--- src/rtl/core/rnc_pkg.sv ---
package rnc_pkg;

  // Largest number of colour centres the block is built for
  localparam int MAX_CENTERS = 8;

  // Field widths
  localparam int CHAN_W   = 8;
  localparam int COLOR_W  = 3 * CHAN_W;
  localparam int INDEX_W  = 3;
  localparam int DIST_W   = 10;
  localparam int NUM_W    = 4;
  localparam int REG_W    = 48;
  localparam int REG_IDX_W = 3;
  localparam int NUM_CENTER_REGS = 4;

  // Configuration register indexes
  localparam logic [REG_IDX_W-1:0] REG_NUM_CLUSTERS = 3'd0;
  localparam logic [REG_IDX_W-1:0] REG_CENTERS_0_1  = 3'd1;
  localparam logic [REG_IDX_W-1:0] REG_CENTERS_2_3  = 3'd2;
  localparam logic [REG_IDX_W-1:0] REG_CENTERS_4_5  = 3'd3;
  localparam logic [REG_IDX_W-1:0] REG_CENTERS_6_7  = 3'd4;

  // Reset value of the active centre count
  localparam logic [NUM_W-1:0] NUM_CLUSTERS_RESET = 4'd1;

  // Data handed from one cell to the next
  typedef struct packed {
    logic [CHAN_W-1:0]  pix_red;
    logic [CHAN_W-1:0]  pix_green;
    logic [CHAN_W-1:0]  pix_blue;
    logic [INDEX_W-1:0] best_index;
    logic [COLOR_W-1:0] best_color;
    logic [DIST_W-1:0]  best_distance;
  } stage_t;

  // Absolute difference of two channel values
  function automatic logic [CHAN_W-1:0] absdiff(input logic [CHAN_W-1:0] a,
                                                input logic [CHAN_W-1:0] b);
    logic [CHAN_W-1:0] res;
    if (a >= b) begin
      res = a - b;
    end else begin
      res = b - a;
    end
    return res;
  endfunction

endpackage

--- src/rtl/core/rnc_pix_if.sv ---
interface rnc_pix_if;
  logic                      valid;
  logic                      ready;
  logic [rnc_pkg::CHAN_W-1:0] pix_red;
  logic [rnc_pkg::CHAN_W-1:0] pix_green;
  logic [rnc_pkg::CHAN_W-1:0] pix_blue;

  modport source (output valid, output pix_red, output pix_green, output pix_blue,
                  input ready);
  modport sink   (input valid, input pix_red, input pix_green, input pix_blue,
                  output ready);
endinterface

--- src/rtl/core/rnc_res_if.sv ---
interface rnc_res_if;
  logic                        valid;
  logic                        ready;
  logic [rnc_pkg::INDEX_W-1:0] nearest_index;
  logic [rnc_pkg::CHAN_W-1:0]  out_red;
  logic [rnc_pkg::CHAN_W-1:0]  out_green;
  logic [rnc_pkg::CHAN_W-1:0]  out_blue;
  logic [rnc_pkg::DIST_W-1:0]  best_distance;

  modport source (output valid, output nearest_index, output out_red, output out_green,
                  output out_blue, output best_distance, input ready);
  modport sink   (input valid, input nearest_index, input out_red, input out_green,
                  input out_blue, input best_distance, output ready);
endinterface

--- src/rtl/core/rnc_cfg_if.sv ---
interface rnc_cfg_if;
  logic                          valid;
  logic                          ready;
  logic [rnc_pkg::REG_IDX_W-1:0] reg_index;
  logic [rnc_pkg::REG_W-1:0]     reg_data;

  modport source (output valid, output reg_index, output reg_data, input ready);
  modport sink   (input valid, input reg_index, input reg_data, output ready);
endinterface

--- src/rtl/core/rnc_cell.sv ---
module rnc_cell #(
  parameter int INDEX = 0
) (
  input  logic                          clk,
  input  logic                          rst,
  input  logic                          in_valid,
  output logic                          in_ready,
  input  rnc_pkg::stage_t               in_data,
  input  logic [rnc_pkg::COLOR_W-1:0]   center,
  input  logic                          active,
  output logic                          out_valid,
  input  logic                          out_ready,
  output rnc_pkg::stage_t               out_data
);

  logic [rnc_pkg::DIST_W-1:0] distance;
  logic                       take;
  rnc_pkg::stage_t            data_next;

  // L1 distance of the passing pixel to this cell's centre
  assign distance = rnc_pkg::DIST_W'(rnc_pkg::absdiff(in_data.pix_red,   center[7:0]))
                  + rnc_pkg::DIST_W'(rnc_pkg::absdiff(in_data.pix_green, center[15:8]))
                  + rnc_pkg::DIST_W'(rnc_pkg::absdiff(in_data.pix_blue,  center[23:16]));

  // First cell always seeds the best; later cells win only on a strict improvement
  assign take = (INDEX == 0) || (active && (distance < in_data.best_distance));

  always_comb begin
    data_next = in_data;
    if (take) begin
      data_next.best_index    = rnc_pkg::INDEX_W'(INDEX);
      data_next.best_color    = center;
      data_next.best_distance = distance;
    end
  end

  // Advance when this stage is empty or its beat leaves this cycle
  assign in_ready = !out_valid || out_ready;

  always_ff @(posedge clk) begin
    if (rst) begin
      out_valid <= 1'b0;
    end else if (in_ready) begin
      out_valid <= in_valid;
    end
  end

  always_ff @(posedge clk) begin
    if (in_ready && in_valid) begin
      out_data <= data_next;
    end
  end

endmodule

--- src/rtl/core/rgb_nearest_center_l1.sv ---
// Nearest colour centre by L1 distance, one cell per centre in a chain.
// Each accepted pixel beat passes through every cell's register, in chain order, to its result beat.
// Throughput: one pixel per cycle; each cell registers the running best and hands it on.
// A stalled result holds the chain; upstream cells keep filling their empty slots.
// Reset (rst, synchronous): pipeline emptied, num_clusters = 1, all centres = 0.
module rgb_nearest_center_l1 #(
  parameter int MAX_CENTERS = rnc_pkg::MAX_CENTERS
) (
  input  logic        clk,
  input  logic        rst,
  rnc_pix_if.sink     pix,
  rnc_res_if.source   res,
  rnc_cfg_if.sink     cfg
);

  logic [rnc_pkg::NUM_W-1:0] num_clusters;
  logic [rnc_pkg::REG_W-1:0] centers [rnc_pkg::NUM_CENTER_REGS];

  logic            stage_valid [MAX_CENTERS+1];
  logic            stage_ready [MAX_CENTERS+1];
  rnc_pkg::stage_t stage_data  [MAX_CENTERS+1];

  // Configuration registers; always ready, unknown indexes dropped
  assign cfg.ready = 1'b1;

  always_ff @(posedge clk) begin
    if (rst) begin
      num_clusters <= rnc_pkg::NUM_CLUSTERS_RESET;
      for (int i = 0; i < rnc_pkg::NUM_CENTER_REGS; i++) begin
        centers[i] <= '0;
      end
    end else if (cfg.valid) begin
      case (cfg.reg_index)
        rnc_pkg::REG_NUM_CLUSTERS: num_clusters <= cfg.reg_data[rnc_pkg::NUM_W-1:0];
        rnc_pkg::REG_CENTERS_0_1:  centers[0]   <= cfg.reg_data;
        rnc_pkg::REG_CENTERS_2_3:  centers[1]   <= cfg.reg_data;
        rnc_pkg::REG_CENTERS_4_5:  centers[2]   <= cfg.reg_data;
        rnc_pkg::REG_CENTERS_6_7:  centers[3]   <= cfg.reg_data;
        default: ;
      endcase
    end
  end

  // Chain entry: pixel beat with an empty best
  assign stage_valid[0] = pix.valid;
  assign pix.ready      = stage_ready[0];

  always_comb begin
    stage_data[0]               = '0;
    stage_data[0].pix_red       = pix.pix_red;
    stage_data[0].pix_green     = pix.pix_green;
    stage_data[0].pix_blue      = pix.pix_blue;
  end

  // One cell per centre
  for (genvar k = 0; k < MAX_CENTERS; k++) begin : g_cell
    logic active;

    assign active = num_clusters > rnc_pkg::NUM_W'(k);

    rnc_cell #(
      .INDEX (k)
    ) u_cell (
      .clk       (clk),
      .rst       (rst),
      .in_valid  (stage_valid[k]),
      .in_ready  (stage_ready[k]),
      .in_data   (stage_data[k]),
      .center    (centers[k/2][(k%2)*rnc_pkg::COLOR_W +: rnc_pkg::COLOR_W]),
      .active    (active),
      .out_valid (stage_valid[k+1]),
      .out_ready (stage_ready[k+1]),
      .out_data  (stage_data[k+1])
    );
  end

  // Last cell's register is the result register
  assign stage_ready[MAX_CENTERS] = res.ready;
  assign res.valid         = stage_valid[MAX_CENTERS];
  assign res.nearest_index = stage_data[MAX_CENTERS].best_index;
  assign res.out_red       = stage_data[MAX_CENTERS].best_color[7:0];
  assign res.out_green     = stage_data[MAX_CENTERS].best_color[15:8];
  assign res.out_blue      = stage_data[MAX_CENTERS].best_color[23:16];
  assign res.best_distance = stage_data[MAX_CENTERS].best_distance;

endmodule

--- src/flat_wrapper.sv ---
// flat-port wrapper written by rule: the top's interface ports become plain ports
module rgb_nearest_center_l1_flat 
#(
  parameter int MAX_CENTERS = rnc_pkg::MAX_CENTERS
)
  (clk, rst, pix_valid, pix_pix_red, pix_pix_green, pix_pix_blue, pix_ready, res_valid, res_nearest_index, res_out_red, res_out_green, res_out_blue, res_best_distance, res_ready, cfg_valid, cfg_reg_index, cfg_reg_data, cfg_ready);
  rnc_pix_if pix_i ();
  rnc_res_if res_i ();
  rnc_cfg_if cfg_i ();
  input  logic clk;
  input  logic rst;
  input wire logic [$bits(pix_i.valid)-1:0] pix_valid;
  input wire logic [$bits(pix_i.pix_red)-1:0] pix_pix_red;
  input wire logic [$bits(pix_i.pix_green)-1:0] pix_pix_green;
  input wire logic [$bits(pix_i.pix_blue)-1:0] pix_pix_blue;
  output wire logic [$bits(pix_i.ready)-1:0] pix_ready;
  output wire logic [$bits(res_i.valid)-1:0] res_valid;
  output wire logic [$bits(res_i.nearest_index)-1:0] res_nearest_index;
  output wire logic [$bits(res_i.out_red)-1:0] res_out_red;
  output wire logic [$bits(res_i.out_green)-1:0] res_out_green;
  output wire logic [$bits(res_i.out_blue)-1:0] res_out_blue;
  output wire logic [$bits(res_i.best_distance)-1:0] res_best_distance;
  input wire logic [$bits(res_i.ready)-1:0] res_ready;
  input wire logic [$bits(cfg_i.valid)-1:0] cfg_valid;
  input wire logic [$bits(cfg_i.reg_index)-1:0] cfg_reg_index;
  input wire logic [$bits(cfg_i.reg_data)-1:0] cfg_reg_data;
  output wire logic [$bits(cfg_i.ready)-1:0] cfg_ready;
  assign pix_i.valid = pix_valid;
  assign pix_i.pix_red = pix_pix_red;
  assign pix_i.pix_green = pix_pix_green;
  assign pix_i.pix_blue = pix_pix_blue;
  assign pix_ready = pix_i.ready;
  assign res_valid = res_i.valid;
  assign res_nearest_index = res_i.nearest_index;
  assign res_out_red = res_i.out_red;
  assign res_out_green = res_i.out_green;
  assign res_out_blue = res_i.out_blue;
  assign res_best_distance = res_i.best_distance;
  assign res_i.ready = res_ready;
  assign cfg_i.valid = cfg_valid;
  assign cfg_i.reg_index = cfg_reg_index;
  assign cfg_i.reg_data = cfg_reg_data;
  assign cfg_ready = cfg_i.ready;
  rgb_nearest_center_l1 #(.MAX_CENTERS(MAX_CENTERS)) u_core (.clk(clk), .rst(rst), .pix(pix_i), .res(res_i), .cfg(cfg_i));
endmodule
--- config.mk ---
export PLATFORM = sky130hd
export DESIGN_NAME = rgb_nearest_center_l1_flat
export DESIGN_NICKNAME = d
export VERILOG_FILES = /design/src/rtl/core/rnc_pkg.sv /design/src/rtl/core/rnc_pix_if.sv /design/src/rtl/core/rnc_res_if.sv /design/src/rtl/core/rnc_cfg_if.sv /design/src/rtl/core/rnc_cell.sv /design/src/rtl/core/rgb_nearest_center_l1.sv /design/src/flat_wrapper.sv
export SDC_FILE = /design/constraint.sdc
export NUM_CORES = 2
export LEC_CHECK = 0
export ABC_AREA = 0
export BUFFER_PORTS_ARGS = -buffer_cell sky130_fd_sc_hd__buf_2
export CAP_MARGIN = 20
export CORE_MARGIN = 5
export CORE_UTILIZATION = 50
export DETAILED_ROUTE_END_ITERATION = 12
export PLACE_DENSITY = 0.62
export SKIP_LAST_GASP = 1
export SYNTH_ARGS = -nofsm -noshare
export SYNTH_HDL_FRONTEND = slang
export SYNTH_HIERARCHICAL = 1
export SYNTH_SLANG_ARGS = --single-unit
export TNS_END_PERCENT = 50
--- constraint.sdc ---
create_clock -name clk -period 6.6 [get_ports clk]
set_input_delay 0.66 -clock clk [delete_from_list [all_inputs] [get_ports clk]]
set_output_delay 0.66 -clock clk [all_outputs]
set_load 0.005 [all_outputs]
==> out/results.tsv <==
stage	metric	value	unit
cts	total CTS buffers	76	
floorplanning	Starting Density	0.5045	
logic_synthesis	Post-Syn Area	0.04639	mm²
detailed_routing	detailed router's first-iteration violation count	2191	
critical_path	Largest stage delay, worst path	0.50	ns
sta	hold slack final	0.2564	ns
cts	CTS tree	built	
critical_path	CP Class	reg2reg	
power_and_ir_drop	VDD IR-drop max	0.3828	mV
placement	dpl cells	5247	
floorplanning	row count	111	
critical_path	crit path cell chain	inv_1, ha_1, inv_1, fa_1, nand3_1, a31oi_1, a211oi_4, mux2_2, fa_1, ha_1, fa_1, a211oi_1, o21ai_0, a22oi_1, ha_1, a21o_1, a21o_1, a221oi_4, buf_4, mux2_2	
cts	Longest Clk Path Bufs	3	
power_and_ir_drop	combinational share of power	0.407	
cts	# hold bufs at CTS	0	
finish	post-route cell area	0.05040	mm²
hold_path	hold path cells	1	
sta	Setup Total Neg Slack	0	ns
critical_path	Worst path top cell family by delay	compound AO/OA/AOI/OAI gates	
detailed_routing	vias per inst	5.488	
power_and_ir_drop	clock network power share	0.269	
cts	clock sink count	665	
cts	postcts setup bufs	0	
critical_path	crit path from	u_core/g_cell[5].u_cell/out_data[45]	
sta	crit share post-route	0.9358	
critical_path	Reg2Reg Depth	20	
power_and_ir_drop	Sw Ratio	0.3530	
sta	Final Setup Violations	0	
cts	CTS root buf	clkbuf_16	
critical_path	crit path DAT	6.53	ns
cts	Worst-Skew Late Latency	0.61	ns
global_routing	antenna violations before repair	2	
cts	register clock-pin slew on the reported worst setup and hold paths	0.06	ns
sta	Slew headroom	0.2468	
floorplanning	die area	0.09897	mm²
critical_path	Buf/Inv on CP	3	
global_routing	gr usage total	0.2322	
power_and_ir_drop	Flop pwr share	0.324	
placement	Placed Area	0.04791	mm²
detailed_routing	wire length per cell	21.62	µm
run_status	status	completed	
floorplanning	area of the core	0.09194	mm²
global_routing	pin count of the biggest net entering global routing	71	
floorplanning	# IOs	120	
finish	Fill cells	8031	
floorplanning	die width	314.6	µm
detailed_routing	DRT Wirelength	116.4	mm
detailed_routing	drt pass-1 iters	7	
power_and_ir_drop	Pint	10.21	mW
sta	Final Max Tran Viols	0	
sta	RSZ-0062 raised after global routing	false	
placement	Final GP Congestion	0.8988	
critical_path	register-to-register setup slack	0.42	ns
global_routing	first-pass GRT wire length	176.4	mm
detailed_routing	Residual DRC	0	
critical_path	Reg2Reg Launch Point	u_core/g_cell[5].u_cell/out_data[45]	
critical_path	CP max stage cell	a211oi_4	
hold_path	Hold Path Class	in2reg	
hold_path	WHS Endpoint	u_core/g_cell[0].u_cell/out_data[48]	
logic_synthesis	Synth Area per Inst	11.57	µm²
critical_path	Worst Path Required	6.95	ns
power_and_ir_drop	Leak	21.72	nW
placement	I/O Buffers	118	
hold_path	Hold Path Origin	pix_pix_green[3]	
finish	multi-input logic area	0.02311	mm²
critical_path	CP endpoint kind	flip-flop	
finish	Syn-to-layout area delta	8.656	%
sta	Final Skew	0.01562	ns
finish	Finished Layout Cells	5386	
critical_path	Critical Path Stages	20	
global_routing	gr ovfl total	0	
global_routing	number of global-route vias before repair	29410	
finish	share of layout cells above drive strength 1	0.1611	
finish	number of nets in the layout	4761	
sta	max frequency	161.9	MHz
critical_path	CP startpoint kind	flip-flop	
logic_synthesis	Ys Warns	6	
finish	register area	0.01985	mm²
sta	Final Hold Viols	0	
critical_path	CP max FO	12	
critical_path	Worst R2R End	u_core/g_cell[6].u_cell/out_data[12]	
finish	Core Util, Final	0.5482	
logic_synthesis	cells after synthesis	4010	
detailed_routing	via count	29560	
power_and_ir_drop	Switch Pwr	5.569	mW
floorplanning	die span in y	314.6	µm
cts	post-CTS sizing	0	
sta	Worst-Margin Slew	1.130	ns
sta	post-layout minimum cycle time	6.176	ns
power_and_ir_drop	PwrDens	313.0	mW/mm²
flow_run	Max Cap Viol	0	
cts	H-tree depth	3	
placement	dpl hpwl	90.43	mm
detailed_routing	ANT nets after route	0	
area by class of cell:
cell class	instances	share of cell area
sequential	665	0.3938
clock inverter	40	0.007894
timing repair buffer	157	0.01877
tap	1243	0.03086
multi-input combinational	2529	0.4586
antenna	2	0.00009930
inverter	653	0.04863
clock buffer	97	0.04136
flip-flops by register name, indices dropped and copies added (netlist names):
register	cells
u_core/num_clusters	4
u_core/centers	192
u_core/g_cell.u_cell/out_valid	8
u_core/g_cell.u_cell/out_data	461
worst register-to-register path, delay by kind of cell (launching register included):
kind	cells	cell delay, ns
simple gates	1	0.10
buf+inv	3	0.43
compound gates	8	2.14
flops	1	0.42
mux	2	0.82
fa+ha+maj	6	2.00
power groups by stage:
stage,Sequential (mW),Combinational (mW),Clock [mW]
floorplan,5.12,4.97,0
global placement,5.19,6.32,0
detailed placement,5.19,6.38,0
CTS,5.11,6.44,4.35
global route,5.13,7.23,4.52
finish,5.11,6.42,4.25
worst max path at each step:
stage | end | slack, ns
after CTS | u_core/g_cell[1].u_cell/out_data[30] | 0.45
after floorplan | u_core/g_cell[7].u_cell/out_data[10] | 0.75
after global placement | u_core/g_cell[5].u_cell/out_data[2] | 0.45
after global routing | u_core/g_cell[1].u_cell/out_data[30] | 0.08
final | u_core/g_cell[6].u_cell/out_data[12] | 0.42
after detailed placement | u_core/g_cell[6].u_cell/out_data[11] | 0.47
through the flow:
stage | power (mW) | worst slack (ns)
6_report | 15.78 | 0.4236
5_1_grt | 16.88 | 0.08015
4_1_cts | 15.90 | 0.4511
3_5_place_dp | 11.58 | 0.4731
3_3_place_gp | 11.50 | 0.4462
2_1_floorplan | 10.09 | 0.7530
per-layer routing:
metal | global-route usage | up-vias | wire (µm)
met5 | 0 | - | 13
met2 | 0.3854 | 731 | 54940
met3 | 0.03594 | 150 | 6928
met4 | 0.06557 | 2 | 3187
li1 | - | 14330 | -
met1 | 0.3189 | 14340 | 51380
layout by cell type, fill, tap and decap left out, types with 38 or more instances in the layout:
master       n
inv_1      653
edfxtp_1   653
ha_1       479
mux2_2     248
a21oi_1    201
mux2i_1    152
a21o_1     150
nor3_1     123
fa_1       120
buf_2      118
o21ai_0    103
xor2_1      95
nand2_1     93
a31oi_1     92
clkbuf_16   79
xnor2_1     75
a211oi_1    75
nor2_1      70
nor3_2      69
nand4_1     62
nand3_1     38
(Power assumes the default switching activity.)
